File: src/rtl/lsrpf_pkg.sv
// Shared types and constants for the line-scan readout peak finder.
// No dependencies.
package lsrpf_pkg;

    // Event codes carried in the input word's tuser
    localparam logic [1:0] CMD_PHASE = 2'd0;
    localparam logic [1:0] CMD_PIXEL = 2'd1;
    localparam logic [1:0] CMD_CONV  = 2'd2;

    // Configuration register indexes
    localparam int         CFG_IDX_W       = 1;
    localparam int         CFG_DATA_W      = 10;
    localparam logic [0:0] REG_EDGE_IGNORE = 1'd0;
    localparam logic [0:0] REG_CLOCK_LIMIT = 1'd1;

    // Fixed limits and reset values
    localparam logic [6:0] INDEX_MAX        = 7'd127;
    localparam logic [9:0] COUNT_MAX        = 10'd1023;
    localparam logic [6:0] INDEX_RESET      = 7'd63;
    localparam logic [5:0] EDGE_RESET       = 6'd10;
    localparam logic [9:0] CLOCK_LIMIT_RESET = 10'd256;

    // Port widths
    localparam int S_TDATA_W = 8;
    localparam int S_TUSER_W = 2;
    localparam int M_TDATA_W = 16;

    typedef struct packed {
        logic [1:0] cmd;
        logic [7:0] sample;
    } item_t;

    typedef struct packed {
        logic [6:0] line_position;
        logic       phase_period_select;
        logic       pixel_clock_run;
        logic       start_conversion;
        logic       si_level;
        logic       clk_level;
    } result_t;

endpackage

File: src/rtl/line_scan_readout_peak_finder.sv
// Top level of the line-scan readout peak finder.
// Depends on lsrpf_pkg, lsrpf_in_reg and lsrpf_engine.
//
// Takes one event word per clock while m_tready stays high, and gives one result
// word per event, in order. The path runs through an input register, then the state
// update and result register. Every event is handled by one update of the sequencing
// and peak state, which sets the rate of one per clock. The event code travels in
// s_tuser, the converter sample in s_tdata. A stalled m_tready holds the result and,
// once the input register is full as well, drops s_tready. Configuration writes are
// taken in any cycle and should be made only while no event is in flight.
module line_scan_readout_peak_finder #(
    parameter int PIXEL_COUNT = 128
) (
    input  logic                                clk,
    input  logic                                rst_n,
    // Event input
    input  logic                                s_tvalid,
    output logic                                s_tready,
    input  logic [lsrpf_pkg::S_TDATA_W-1:0]     s_tdata,   // [7:0] sample
    input  logic [lsrpf_pkg::S_TUSER_W-1:0]     s_tuser,   // [1:0] cmd
    // Result output
    output logic                                m_tvalid,
    input  logic                                m_tready,
    // [0] clk_level, [1] si_level, [2] start_conversion, [3] pixel_clock_run,
    // [4] phase_period_select, [11:5] line_position, [15:12] zero
    output logic [lsrpf_pkg::M_TDATA_W-1:0]     m_tdata,
    // Configuration write port
    input  logic                                cfg_we,
    input  logic [lsrpf_pkg::CFG_IDX_W-1:0]     cfg_index,
    input  logic [lsrpf_pkg::CFG_DATA_W-1:0]    cfg_data
);
    import lsrpf_pkg::*;

    item_t   s_item;
    item_t   item;
    logic    item_valid;
    logic    advance;
    result_t result;

    logic    m_valid_reg;
    logic    m_valid_next;
    result_t m_data_reg;

    assign s_item.cmd    = s_tuser;
    assign s_item.sample = s_tdata;

    // Held word moves on when the result register is free or draining
    assign advance = item_valid && (!m_valid_reg || m_tready);

    lsrpf_in_reg u_in_reg (
        .clk        (clk),
        .rst_n      (rst_n),
        .s_tvalid   (s_tvalid),
        .s_tready   (s_tready),
        .s_item     (s_item),
        .take       (advance),
        .item_valid (item_valid),
        .item       (item)
    );

    lsrpf_engine #(
        .PIXEL_COUNT (PIXEL_COUNT)
    ) u_engine (
        .clk       (clk),
        .rst_n     (rst_n),
        .cfg_we    (cfg_we),
        .cfg_index (cfg_index),
        .cfg_data  (cfg_data),
        .step      (advance),
        .item      (item),
        .result    (result)
    );

    // Result register
    assign m_valid_next = advance || (m_valid_reg && !m_tready);

    always_ff @(posedge clk or negedge rst_n)
    begin
        if (!rst_n)
        begin
            m_valid_reg <= 1'b0;
        end
        else
        begin
            m_valid_reg <= m_valid_next;
        end
    end

    always_ff @(posedge clk)
    begin
        if (advance)
        begin
            m_data_reg <= result;
        end
    end

    assign m_tvalid = m_valid_reg;
    assign m_tdata  = {{(M_TDATA_W - $bits(result_t)){1'b0}}, m_data_reg};

endmodule

File: src/rtl/lsrpf_in_reg.sv
// Input holding register for the readout peak finder.
// Depends on lsrpf_pkg.
module lsrpf_in_reg (
    input  logic             clk,
    input  logic             rst_n,
    input  logic             s_tvalid,
    output logic             s_tready,
    input  lsrpf_pkg::item_t s_item,
    input  logic             take,
    output logic             item_valid,
    output lsrpf_pkg::item_t item
);
    import lsrpf_pkg::*;

    logic  valid_reg;
    logic  valid_next;
    item_t item_reg;

    // Free when empty or when the held word moves on this cycle
    assign s_tready   = !valid_reg || take;
    assign valid_next = (s_tvalid && s_tready) || (valid_reg && !take);

    always_ff @(posedge clk or negedge rst_n)
    begin
        if (!rst_n)
        begin
            valid_reg <= 1'b0;
        end
        else
        begin
            valid_reg <= valid_next;
        end
    end

    // Payload, no reset
    always_ff @(posedge clk)
    begin
        if (s_tvalid && s_tready)
        begin
            item_reg <= s_item;
        end
    end

    assign item_valid = valid_reg;
    assign item       = item_reg;

endmodule

File: src/rtl/lsrpf_engine.sv
// Sensor sequencing state, peak tracking and configuration registers.
// Depends on lsrpf_pkg.
module lsrpf_engine #(
    parameter int PIXEL_COUNT = 128
) (
    input  logic                                clk,
    input  logic                                rst_n,
    input  logic                                cfg_we,
    input  logic [lsrpf_pkg::CFG_IDX_W-1:0]     cfg_index,
    input  logic [lsrpf_pkg::CFG_DATA_W-1:0]    cfg_data,
    input  logic                                step,
    input  lsrpf_pkg::item_t                    item,
    output lsrpf_pkg::result_t                  result
);
    import lsrpf_pkg::*;

    // Last usable pixel, capped by the 7-bit index
    localparam logic [9:0] LAST_PIXEL =
        (PIXEL_COUNT - 1 > 127) ? 10'd127 : 10'(PIXEL_COUNT - 1);

    typedef enum logic [3:0] {
        PH_START    = 4'b0001,
        PH_SET_CLK  = 4'b0010,
        PH_CLEAR_SI = 4'b0100,
        PH_FINAL    = 4'b1000
    } phase_t;

    logic [5:0] edge_reg;
    logic [9:0] limit_reg;

    phase_t     phase_reg,     phase_next;
    logic [9:0] count_reg,     count_next;
    logic [7:0] peak_val_reg,  peak_val_next;
    logic [6:0] peak_idx_reg,  peak_idx_next;
    logic [6:0] line_reg,      line_next;
    logic       clk_pin_reg,   clk_pin_next;
    logic       si_pin_reg,    si_pin_next;
    logic       run_reg,       run_next;
    logic       period_reg,    period_next;
    logic       conv;

    logic [9:0] pix;
    logic [9:0] edge_ext;
    logic [9:0] upper;
    logic       in_window;

    // Configuration writes
    always_ff @(posedge clk or negedge rst_n)
    begin
        if (!rst_n)
        begin
            edge_reg  <= EDGE_RESET;
            limit_reg <= CLOCK_LIMIT_RESET;
        end
        else if (cfg_we)
        begin
            if (cfg_index == REG_EDGE_IGNORE)
            begin
                edge_reg <= cfg_data[5:0];
            end
            if (cfg_index == REG_CLOCK_LIMIT)
            begin
                limit_reg <= cfg_data;
            end
        end
    end

    // Sample window: pixel index is half the clock count
    assign pix       = {1'b0, count_reg[9:1]};
    assign edge_ext  = {4'b0, edge_reg};
    assign upper     = LAST_PIXEL - edge_ext;
    assign in_window = (count_reg < limit_reg) && (pix > edge_ext) &&
                       (LAST_PIXEL >= edge_ext) && (pix < upper);

    // Next state for one event
    always_comb
    begin
        phase_next    = phase_reg;
        count_next    = count_reg;
        peak_val_next = peak_val_reg;
        peak_idx_next = peak_idx_reg;
        line_next     = line_reg;
        clk_pin_next  = clk_pin_reg;
        si_pin_next   = si_pin_reg;
        run_next      = run_reg;
        period_next   = period_reg;
        conv          = 1'b0;

        case (item.cmd)
            CMD_PHASE:
            begin
                run_next = 1'b0;
                case (phase_reg)
                    PH_START:
                    begin
                        clk_pin_next  = 1'b0;
                        line_next     = peak_idx_reg;
                        si_pin_next   = 1'b1;
                        count_next    = 10'd1;
                        period_next   = 1'b0;
                        peak_val_next = 8'd0;
                        phase_next    = PH_SET_CLK;
                    end
                    PH_SET_CLK:
                    begin
                        clk_pin_next = 1'b1;
                        phase_next   = PH_CLEAR_SI;
                    end
                    PH_CLEAR_SI:
                    begin
                        si_pin_next = 1'b0;
                        phase_next  = PH_FINAL;
                    end
                    default:
                    begin
                        clk_pin_next = 1'b0;
                        period_next  = 1'b1;
                        conv         = 1'b1;
                        run_next     = 1'b1;
                        phase_next   = PH_START;
                    end
                endcase
            end
            CMD_PIXEL:
            begin
                conv         = !count_reg[0];
                clk_pin_next = !clk_pin_reg;
                if (count_reg < COUNT_MAX)
                begin
                    count_next = count_reg + 10'd1;
                end
            end
            CMD_CONV:
            begin
                if (in_window && (item.sample > peak_val_reg))
                begin
                    peak_val_next = item.sample;
                    peak_idx_next = pix[6:0] & INDEX_MAX;
                end
            end
            default:
            begin
                conv = 1'b0;
            end
        endcase
    end

    // State registers, updated once per event
    always_ff @(posedge clk or negedge rst_n)
    begin
        if (!rst_n)
        begin
            phase_reg    <= PH_START;
            count_reg    <= 10'd0;
            peak_val_reg <= 8'd0;
            peak_idx_reg <= INDEX_RESET;
            line_reg     <= INDEX_RESET;
            clk_pin_reg  <= 1'b1;
            si_pin_reg   <= 1'b0;
            run_reg      <= 1'b0;
            period_reg   <= 1'b0;
        end
        else if (step)
        begin
            phase_reg    <= phase_next;
            count_reg    <= count_next;
            peak_val_reg <= peak_val_next;
            peak_idx_reg <= peak_idx_next;
            line_reg     <= line_next;
            clk_pin_reg  <= clk_pin_next;
            si_pin_reg   <= si_pin_next;
            run_reg      <= run_next;
            period_reg   <= period_next;
        end
    end

    // Levels after the event
    assign result.clk_level           = clk_pin_next;
    assign result.si_level            = si_pin_next;
    assign result.start_conversion    = conv;
    assign result.pixel_clock_run     = run_next;
    assign result.phase_period_select = period_next;
    assign result.line_position       = line_next;

endmodule

File: config.mk
export PLATFORM = sky130hd
export DESIGN_NAME = line_scan_readout_peak_finder
export DESIGN_NICKNAME = d
export VERILOG_FILES = /design/src/rtl/lsrpf_pkg.sv /design/src/rtl/line_scan_readout_peak_finder.sv /design/src/rtl/lsrpf_in_reg.sv /design/src/rtl/lsrpf_engine.sv
export SDC_FILE = /design/constraint.sdc
export NUM_CORES = 1
export LEC_CHECK = 0
export ABC_AREA = 0
export BUFFER_PORTS_ARGS = -buffer_cell sky130_fd_sc_hd__buf_2
export CORE_MARGIN = 1
export CORE_UTILIZATION = 55
export CTS_CLUSTER_DIAMETER = 200
export DETAILED_ROUTE_END_ITERATION = 10
export HOLD_SLACK_MARGIN = 0.12
export PLACE_DENSITY = 0.75
export SYNTH_ARGS = -nofsm -noshare
export SYNTH_HDL_FRONTEND = slang
export SYNTH_SLANG_ARGS = --single-unit
export TNS_END_PERCENT = 10
File: constraint.sdc
create_clock -name clk -period 4.77 [get_ports clk]
set_input_delay 0.2385 -clock clk [delete_from_list [all_inputs] [get_ports clk]]
set_output_delay 0.2385 -clock clk [all_outputs]
set_load 0.1 [all_outputs]
After elaboration in Yosys (flattened, before gate mapping)
Index checks and enable logic that the tools add are counted.

storage, ports and cells
  output and inout port bits = 18
  input bits = 26
  register bits after elaboration = 80
  logic and storage cells = 85

cells by class
  add/subtract/negate cells = 2
  reductions and logical operators = 29
  bitwise gates (word level) = 1
  order comparisons = 6
  muxes and demuxes = 18
  equality and inequality tests = 8

operators by type and width
  cell                                                                     number
  10-bit two-way mux                                                       2
  10-bit case mux with 2 select lines                                      1
  8-bit two-way mux                                                        2
  8-bit case mux with 2 select lines                                       1
  7-bit two-way mux                                                        2
  4-bit case mux with 3 select lines                                       1
  10-bit by 1-bit adder with 10-bit output, second input constant          1
  10-bit < comparator                                                      1
  10-bit < comparator, second input constant                               1
  9-bit by 10-bit < comparator with 1-bit output                           1
  1-bit case mux with 2 select lines                                       5
  9-bit by 6-bit > comparator with 1-bit output                            1
  8-bit > comparator                                                       1
  1-bit logical AND                                                        8
  4-bit AND reduction                                                      2
  7-bit by 6-bit subtractor with 8-bit output, first input constant        1
  7-bit by 6-bit >= comparator with 1-bit output, first input constant     1
  1-bit zero test                                                          6
  2-bit by 1-bit inequality test with 1-bit output, second input constant  3
  2-bit AND reduction                                                      3
  4-bit by 1-bit == test with 1-bit output, second input constant          1
  4-bit by 2-bit == test with 1-bit output, second input constant          1
  4-bit by 3-bit == test with 1-bit output, second input constant          1
  1-bit logical OR                                                         4
  9 further kinds                                                          13

Logic depth before layout (Yosys ltp)
Gate-level depths: netlist (run 1).

  word-level depth = 7
  mapped depth = 9
  depth with buffers taken out = 8

By module
A second synthesis (run 1) with hierarchy kept.

unflattened totals
  cells, all modules = 361
  area, all modules = 4,087.7 um^2

modules (own cells, without submodules)
  module                         times used  cells each  area an instance (um^2)
  lsrpf_engine                   1           326         3,295.7
  line_scan_readout_peak_finder  1           21          437.9
  lsrpf_in_reg                   1           14          354.1

Worst setup path before layout (run 1)
Ideal clock, no wire load.

  path type = flip-flop to flip-flop
  start = register m_valid_reg (netlist: m_tvalid)
  end = register u_in_reg.item_reg (netlist bit u_in_reg.item[0]), enable pin
  path buffers = 0
  cell stages (with the launch flop) = 3
  period minus slack after synthesis = 2,787 ps
  slack = 1,983 ps
  library setup time = 292 ps
  arrival time = 2,495 ps
  path through = dfrtp_1 -> nand3b_1 -> and2_1

between the ends
  word-level cells in the longest chain between the ends = 5

RTL lines
  element                 line                                 RTL
  start, declared         line_scan_readout_peak_finder.sv:40  logic m_valid_reg;
  start signal, assigned  line_scan_readout_peak_finder.sv:85  m_valid_reg <= m_valid_next;
  1-bit zero test         line_scan_readout_peak_finder.sv:48  assign advance = item_valid && (!m_valid_reg || m_tready);
  1-bit logical OR        line_scan_readout_peak_finder.sv:48
  1-bit logical AND       line_scan_readout_peak_finder.sv:48
  1-bit logical OR        lsrpf_in_reg.sv:20                   assign s_tready = !valid_reg || take;
  via s_tready            line_scan_readout_peak_finder.sv:18  output logic s_tready,
  1-bit logical AND       lsrpf_in_reg.sv:38                   if (s_tvalid && s_tready)
  end signal, assigned    lsrpf_in_reg.sv:40                   item_reg <= s_item;
  end, declared           lsrpf_in_reg.sv:17                   item_t item_reg;

The timed path passes the listed nets, and every way through them passes these cells.
A chain may end at the register's enable or synchronous reset.

Worst setup path in the final report (run 1)
  start = register u_engine.count_reg[3]
  end = register u_engine.peak_idx_reg[6]

between the ends
  word-level cells in the longest chain between the ends = 6
  elaborated cells on any way between the ends = 8
  classes of those cells = order compare: 3; reduce/logical: 5

RTL lines
  element                                                                                      line                 RTL
  start, declared                                                                              lsrpf_engine.sv:32   logic [9:0] count_reg, count_next;
  start signal, assigned                                                                       lsrpf_engine.sv:166  count_reg <= count_next;
  10-bit < comparator / 9-bit by 6-bit > comparator with 1-bit output (equally long branches)  lsrpf_engine.sv:72   assign in_window = (count_reg < limit_reg) && (pix > edge_ext) &&
  1-bit logical AND (2 in series)                                                              lsrpf_engine.sv:72
  1-bit logical AND (*)                                                                        lsrpf_engine.sv:73   (LAST_PIXEL >= edge_ext) && (pix < upper);
  1-bit logical AND (*)                                                                        lsrpf_engine.sv:135  if (in_window && (item.sample > peak_val_reg))
  3-bit AND reduction (no source line) (*)                                                     --
  end signal, assigned                                                                         lsrpf_engine.sv:168  peak_idx_reg <= peak_idx_next;
  end, declared                                                                                lsrpf_engine.sv:34   logic [6:0] peak_idx_reg, peak_idx_next;

Mark *: on every way between the ends. The rest lies on a longest branch, timed or not.

==> impl_metrics.ini, run 1 <==
[floorplanning]
dieArea_um2 = 7998
die_h_um = 89.43
start_util = 0.5735
dieWidth_um = 89.43
rows = 31
coreArea_um2 = 7331
pin_count = 44

[logic_synthesis]
yosysSeqAreaShare = 0.5074
syn_area_um2 = 4204
synth.top_cell.area_share = 0.2440
synth_area_per_cell_um2 = 10.89
synthDistinctLibCells = 51
synthArstFlopShare = 0.7250
synth_area_leaders = dfrtp_1 (24%), edfxtp_1 (16%), dfstp_2 (11%), ha_1 (8.9%), mux2_2 (7.0%)
netlist_instances = 386
ys_seq_elements = 80
ys.flop_type = dfrtp_1
yosysWarnings = 0
synth.largest_area_cell = dfrtp_1
synth_edf_count = 22

[worst_setup_path]
crit_arrival_ps = 2840
cp_num_buf_inv = 0
critPathMaxFanout = 10
crit_family = compound AO/OA/AOI/OAI gates
start_kind = register
critPathMaxStageDelay_ps = 480
slowest_stage = dfrtp_1
crit_type = register to register
cp.required_ps = 5010
endpoint_kind = register
crit_chain = ha_1 -> nor2b_1 -> a221oi_1 -> o21ai_0 -> o221ai_2 -> nor3_4 -> mux2_2

[final_layout]
final_util = 0.6660
largest_reg_flops = 12
final_layout_size_suffix_gt1_frac = 0.2472
diodes = 0
synthToLayoutAreaGrowth_pct = 16.13
final_nets = 500
final_cell_area_um2 = 4882

[cts]
postCtsHoldBufs = 21
cts-root-buf = clkbuf_8
cts_resized = 0
cts_setup_buffers = 0
clk_pin_slew_ps = 80
cts_tree = yes
cts_buffers = 9
clk_path_buf_depth = 2
clock_sinks = 80
htreeDepth = 3
clock_latency_ps = 350

[timing]
setup_viol = 0
maxSlewViolCount = 0
worstMarginPinSlew_ps = 1142
hold_viol_final = 0
layout_setup_ws_ps = 2171
relSlewSlack = 0.2337
min_period_ps = 2599
skew_ps = 6.585
fmax_mhz = 384.8
timing.final.crit_share = 0.5448
rsz0062_at_grt = no
setup_tns_ps = 0

[global_route]
grt_max_degree = 59
grt.total_usage = 0.2203
grt_pass1_vias = 2893
grt_antenna_before_repair = 0
gr-total-overflow = 0
grt_pass1_wl_mm = 13.17

[run_status]
status = completed

[power_and_ir_drop]
powerDensity_nw_per_um2 = 425.4
max-vdd-ir-drop_mv = 0.2893
power_leakage_nw = 2.238

[route]
finalWirelength_mm = 7.793
route.detailed.drc = 0
vias = 2976
avgRoutedWirePerCell_um = 14.22
antenna_left = 0
drtPass1Iterations = 4
dr.first_iter.drc_count = 136
viasPerCell = 5.431

[placed_design]
finalWeightedCongestion = 0.8328
post-place-ws_ps = 2234
dpl_cell_area_um2 = 4454
dp_hpwl_mm = 5.520
portBuffers = 39

[hold_path]
hold_class = primary input to register

[run]
cap_violations = 0
final timing paths:
path / startpoint / to / slack, ps / cells past startpoint
min in group asynchronous: rst_n / u_engine.count_reg[5]$_DFFE_PN0P_ / 570 / 3
min reg2reg: u_engine.line_reg[1]$_DFFE_PN1P_ / u_engine.line_reg[1]$_DFFE_PN1P_ / 460 / 2
max in group asynchronous: rst_n / u_engine.peak_val_reg[7]$_DFFE_PN0P_ / 3730 / 3
max: u_engine.count_reg[3]$_DFFE_PN0P_ / u_engine.peak_idx_reg[6]$_DFFE_PN0P_ / 2170 / 7
max reg2reg: u_engine.count_reg[3]$_DFFE_PN0P_ / u_engine.peak_idx_reg[6]$_DFFE_PN0P_ / 2170 / 7
min: cfg_data[9] / u_engine.limit_reg[9]$_DFFE_PN0P_ / 140 / 2
report_power, final:
part           total, W  internal, W  switching [W]
sequential     0.000938     0.000825       0.000113
combinational  0.000592     0.000217       0.000375
clock          0.000547     0.000296       0.000251
total           0.00208      0.00134       0.000739
synth_stat cells (5+ instances only):
master	instances
nand2_1	65
dfrtp_1	41
ha_1	30
inv_1	26
mux2_2	26
edfxtp_1	22
nor2_1	20
dfstp_2	17
o21ai_0	12
nand3_1	10
o211ai_1	10
a21oi_1	9
xor2_1	9
clkbuf_1	7
nand2b_1	7
nand4_1	6
nor2b_1	6
o311ai_1	5
layout by cell type (no fill, tap or decap), types with 5 or more instances in the layout:
cell           instances
nand2_1               65
mux2_2                26
nand2b_1               7
nand4_1                6
edfxtp_1              22
buf_2                 39
dfrtp_1               41
o21ai_0               12
dlygate4sd3_1         21
clkbuf_8               9
nor2_1                20
o211ai_1              10
dfstp_2               17
nor2b_1                6
xor2_1                 9
ha_1                  30
nand3_1               10
o311ai_1               5
a21oi_1                9
inv_1                 26
metrics by stage:
step | cells | hold slack (ps) | total power, W
finish | 548 | 140.9 | 0.002077
global route | 548 | 142.3 | 0.002193
CTS | 548 | 130.2 | 0.002090
detailed placement | 511 | 416.6 | 0.001527
global placement | 511 | 414.9 | 0.001502
floorplan | 389 | -57.09 | 0.001388
final cells by class:
type | instances | area [um2]
multi-input cells | 265 | 1889
clock buffers | 9 | 123.9
flip-flops and latches | 80 | 2133
fillers | 563 | 2449
well taps | 99 | 123.9
inverters | 26 | 97.59
clock inverters | 7 | 93.84
repair buffers | 62 | 420.4
metal layers:
layer | vias up | GRT usage | wire length (um)
met5 | - | 0 | 0
met4 | 0 | 0.1025 | 195
met2 | 82 | 0.3595 | 3723
met1 | 1405 | 0.2860 | 3563
met3 | 20 | 0.04155 | 311
li1 | 1469 | - | -
kinds of logic after synthesis:
group,synth area share
AO/OA/AOI/OAI,0.1077
XOR/XNOR,0.01875
adder cells (fa/ha/maj),0.08929
buffers and inverters,0.04583
flip-flops,0.5074
multiplexers,0.06964
other,0.0008920
AND/OR/NAND/NOR,0.1604
No activity file was read; power rests on OpenSTA's default activity.
==> run 2: changes to the inputs <==
clock period = 2.5 ns   (was 4.77 ns; I/O delays follow)
==> run 2 against run 1 <==
Worst setup slack got worse by 2000 ps. Critical path depth increased by 1. Hold slack improved by 44 ps. Largest power group unchanged. Clock power increased by 66%. Sequential power increased by 90%. Global-route usage increased by 1.9 points. First-iteration DRC count increased by 32%. Total power increased by 87%. Clock-buffer cell count increased by 3.
==> impl_metrics.ini, run 2 (synthesized netlist as in run 1, its figures left out) <==
[run_status]
status = completed

[placed_design]
dp_hpwl_mm = 5.840
portBuffers = 39
post-place-ws_ps = 62.96
dpl_cell_area_um2 = 4568
finalWeightedCongestion = 0.8409

[final_layout]
layout_commonest_cell = nand2_1
diodes = 0
largest_reg_flops = 12
final_layout_size_suffix_gt1_frac = 0.2655
synthToLayoutAreaGrowth_pct = 18.75
final_cell_area_um2 = 4992
fill_cells = 534
final_nets = 518
final_cell_mix = nand2_1 (65), dfrtp_1 (40), buf_2 (39)

[route]
drtPass1Iterations = 4
route.detailed.drc = 0
viasPerCell = 5.505
antenna_left = 0
dr.first_iter.drc_count = 179
avgRoutedWirePerCell_um = 14.82
finalWirelength_mm = 8.390
vias = 3116

[timing]
setup_viol = 0
timing.final.crit_share = 0.9452
fmax_mhz = 423.2
min_period_ps = 2363
rsz0062_at_grt = yes
relSlewSlack = 0.5271
maxSlewViolCount = 0
layout_setup_ws_ps = 136.9
skew_ps = 9.554
hold_ws_ps = 184.4
worstMarginPinSlew_ps = 707.8
hold_viol_final = 0

[power_and_ir_drop]
max-vdd-ir-drop_mv = 0.4569
power_leakage_nw = 2.306
powerDensity_nw_per_um2 = 778.6

[global_route]
grt_max_degree = 24
grt_antenna_before_repair = 0
grt_pass1_vias = 3075
grt.total_usage = 0.2398
gr-total-overflow = 0
grt_pass1_wl_mm = 14.28

[worst_setup_path]
slowest_stage = dfstp_2
endpoint_kind = register
crit_arrival_ps = 2610
crit_type = register to register
critPathMaxFanout = 7
cp.required_ps = 2740
crit_chain = inv_1 -> ha_1 -> nand2b_1 -> a21oi_1 -> o311ai_2 -> nand4_4 -> nor3_4 -> mux2_2
start_kind = register
critPathMaxStageDelay_ps = 530

[cts]
cts_buffers = 9
cts-root-buf = clkbuf_8
cts_tree = yes
clock_latency_ps = 350
clk_path_buf_depth = 2
clock_sinks = 80
clk_pin_slew_ps = 80
cts_setup_buffers = 0
htreeDepth = 3

[floorplanning]
pin_count = 44
dieArea_um2 = 7998
dieWidth_um = 89.43
rows = 31
start_util = 0.5735
coreArea_um2 = 7331
die_h_um = 89.43

[hold_path]
hold_class = primary input to register

[run]
cap_violations = 0
==> run 2: path summary, 6_finish.rpt <==
| check | cells after the start | end | start | slack, ps |
|---|---|---|---|---|
| worst min-delay path | 4 | u_engine.edge_reg[1]$_DFFE_PN1P_ | cfg_index | 180 |
| worst max register to register | 8 | u_engine.peak_idx_reg[6]$_DFFE_PN0P_ | u_engine.edge_reg[3]$_DFFE_PN1P_ | 140 |
| worst min register to register | 2 | u_engine.line_reg[4]$_DFFE_PN1P_ | u_engine.line_reg[4]$_DFFE_PN1P_ | 460 |
| worst max-delay path | 8 | u_engine.peak_idx_reg[6]$_DFFE_PN0P_ | u_engine.edge_reg[3]$_DFFE_PN1P_ | 140 |
| min in group asynchronous | 2 | u_engine.phase_reg[1]$_DFFE_PN0P_ | rst_n | 210 |
| max in group asynchronous | 3 | u_engine.peak_idx_reg[1]$_DFFE_PN1P_ | rst_n | 1590 |
==> run 2: critical path, delay by kind of cell, from the launching register on <==
kind	cells	cell delay, ps
flip-flops	1	530
AO/OA/AOI/OAI	2	400
multiplexers	1	380
buffers and inverters	1	50
adder cells (fa/ha/maj)	1	300
AND/OR/NAND/NOR	3	590
==> run 2: repair_timing <==
item / 4_1_cts / 5_1_grt
hold endpoints to repair: 71 / 0
gates resized for setup: 0 / 2
endpoints found under the setup margin: 0 / 13
hold buffers: 24 / 0
==> run 2: final cells by class <==
type | count | area, um2 | share of cell area
clock inverters | 4 | 46.29 | 0.009273
well taps | 99 | 123.9 | 0.02481
multi-input cells | 265 | 1892 | 0.3789
clock buffers | 12 | 135.1 | 0.02707
repair buffers | 80 | 563.0 | 0.1128
flip-flops and latches | 80 | 2135 | 0.4276
inverters | 26 | 97.59 | 0.01955
==> run 2: power by group <==
group	switching (W)	total, W	internal [W]
clock network	0.000449	0.000907	0.000458
registers	0.000200	0.00178	0.00158
logic	0.000752	0.00120	0.000452
==> run 2: metrics by stage <==
stage	instances	setup TNS (ps)	power [W]	util
after CTS	566	0	0.003889	0.6807
final	566	0	0.003887	0.6810
after floorplan	389	0	0.002650	-
after detailed placement	526	0	0.002957	0.6231
after global routing	566	-29.47	0.004114	0.6810
after global placement	526	0	0.002910	0.6231
==> run 2: routing by layer <==
metal	GRT usage	routed length, um
met1	0.3074	3804
met2	0.4011	4071
met3	0.03786	301
met4	0.1111	213
met5	0	0
==> run 3: changes to the inputs <==
PLACE_DENSITY = 0.74   (was 0.75)
clock period = 2.8 ns   (was 2.5 ns; I/O delays follow)
==> run 3 against run 2 <==
Combinational power shrank 14%. Final area shrank 1.3%. Cell count shrank 2.1%. Critical path depth shrank 2. Sequential share of layout area grew 0.52 points. Via count shrank 2.5%. Total power shrank 8.8%. Global-route usage grew 0.21 points.
==> impl_metrics.ini, run 3 (synthesized netlist as in run 1, its figures left out) <==
[run_status]
status = completed

[power_and_ir_drop]
powerDensity_nw_per_um2 = 718.8
internal_power_w = 0.002286
p_sw_w = 0.001257
power.total_w = 0.003544
combPwrFrac = 0.290
power_leakage_nw = 2.256
power.share.clock = 0.258
seq_power_share = 0.452
max-vdd-ir-drop_mv = 0.3671
swShare = 0.3548

[floorplanning]
die_h_um = 89.43
rows = 31
dieArea_um2 = 7998
start_util = 0.5735
dieWidth_um = 89.43
pin_count = 44
coreArea_um2 = 7331

[cts]
cts_tree = yes
cts_resized = 0
clk_pin_slew_ps = 80
cts-root-buf = clkbuf_8
clock_sinks = 80
cts_buffers = 9
clock_latency_ps = 350
htreeDepth = 3
clk_path_buf_depth = 2

[timing]
maxSlewViolCount = 0
worstMarginPinSlew_ps = 1156
setup_viol = 0
relSlewSlack = 0.2239
setup_tns_ps = 0
min_period_ps = 2572
timing.final.crit_share = 0.9187
hold_ws_ps = 201.8
rsz0062_at_grt = no
skew_ps = 8.054
fmax_mhz = 388.7
hold_viol_final = 0

[worst_setup_path]
reg2reg_from = u_engine.count_reg[5]$_DFFE_PN0P_
endpoint_kind = register
worstSetupEndpoint = u_engine.peak_idx_reg[6]$_DFFE_PN0P_
cp.required_ps = 3040
cp_num_buf_inv = 0
rr_worst_depth = 6
critPathMaxFanout = 10
slowest_stage = dfrtp_1
crit_start = u_engine.count_reg[5]$_DFFE_PN0P_
crit_type = register to register
reg2reg_to = u_engine.peak_idx_reg[6]$_DFFE_PN0P_
crit_family = compound AO/OA/AOI/OAI gates
critPathMaxStageDelay_ps = 510
start_kind = register
crit_chain = ha_1 -> nand3_1 -> o21ai_0 -> o221ai_2 -> nor3_4 -> mux2_2
r2r_slack_ps = 230
crit_cells = 6
crit_arrival_ps = 2810

[route]
antenna_left = 0
dr_wl_met2_mm = 4.121
topRoutingLayerUsed = met4
viasPerCell = 5.486
met1_length_mm = 3.750
dr.first_iter.drc_count = 131
finalWirelength_mm = 8.498
vias = 3039
route.detailed.drc = 0
drtPass1Iterations = 5
met3_length_um = 417
avgRoutedWirePerCell_um = 15.34

[global_route]
grt.total_usage = 0.2419
grt_max_degree = 23
grt_pass1_vias = 3076
grt_pass1_wl_mm = 14.43
grt_antenna_before_repair = 0
gr-total-overflow = 0

[final_layout]
diodes = 0
final_cell_mix = nand2_1 (65), dfrtp_1 (41), buf_2 (39)
final_util = 0.6725
final_nets = 506
stdcell_count = 554
final_layout_size_suffix_gt1_frac = 0.2440
layout_commonest_cell = nand2_1
largest_reg_flops = 12
synthToLayoutAreaGrowth_pct = 17.26

[run]
cap_violations = 0

[placed_design]
dp_hpwl_mm = 5.697
portBuffers = 39
finalWeightedCongestion = 0.8736
placed_cells = 514

[hold_path]
hold_class = primary input to register
## run 3: power by group through the flow
stage | Clock [W] | Sequential (W) | Combinational [W]
after floorplan | 0 | 0.00171 | 0.000653
after global placement | 0 | 0.00161 | 0.000956
after detailed placement | 0 | 0.00162 | 0.000989
after CTS | 0.000930 | 0.00160 | 0.00102
after global routing | 0.000973 | 0.00164 | 0.00113
final | 0.000914 | 0.00160 | 0.00103
## run 3: tightest hold or removal path, stage by stage
cell     delay (ps)
buf_2            90
nor2b_1         140
nand2_1         100
o21ai_0          60
## run 3: worst min path at each step
stage | to | from | slack [ps] | depth (start not counted)
after floorplan | m_tvalid$_DFF_PN0_ | rst_n | -160 | 0
after global placement | u_engine.line_reg[6]$_DFFE_PN0P_ | rst_n | 110 | 1
after detailed placement | u_engine.line_reg[6]$_DFFE_PN0P_ | rst_n | 110 | 1
after CTS | u_engine.edge_reg[1]$_DFFE_PN1P_ | cfg_index | 180 | 4
after global routing | u_engine.edge_reg[1]$_DFFE_PN1P_ | cfg_index | 240 | 4
final | u_engine.edge_reg[1]$_DFFE_PN1P_ | cfg_index | 200 | 4
## run 3: metrics by stage
| stage | cell area, um2 | worst slack, ps |
|---|---|---|
| final | 4930 | 227.5 |
| after global routing | 4930 | 75.42 |
| after CTS | 4930 | 236.9 |
| after detailed placement | 4477 | 249.7 |
| after global placement | 4477 | 336.7 |
| after floorplan | 4215 | 13.05 |
## run 3: timing repair
item	4_1_cts	5_1_grt
hold buffers	24	0
buffers inserted	0	0
endpoints found under the hold margin	45	0
## run 3: layer usage
metal | vias up | global-route usage
met2 | 100 | 0.4032
met1 | 1442 | 0.3111
met3 | 21 | 0.04155
met4 | 0 | 0.1068
met5 | - | 0
li1 | 1476 | -
## run 3: layout make-up
cell class	instances	area [um2]
fill	560	2401
clock buffer	11	131.4
multi-input combinational	265	1889
sequential	80	2133
tap	99	123.9
timing repair buffer	68	473.0
clock inverter	5	81.33
inverter	26	97.59
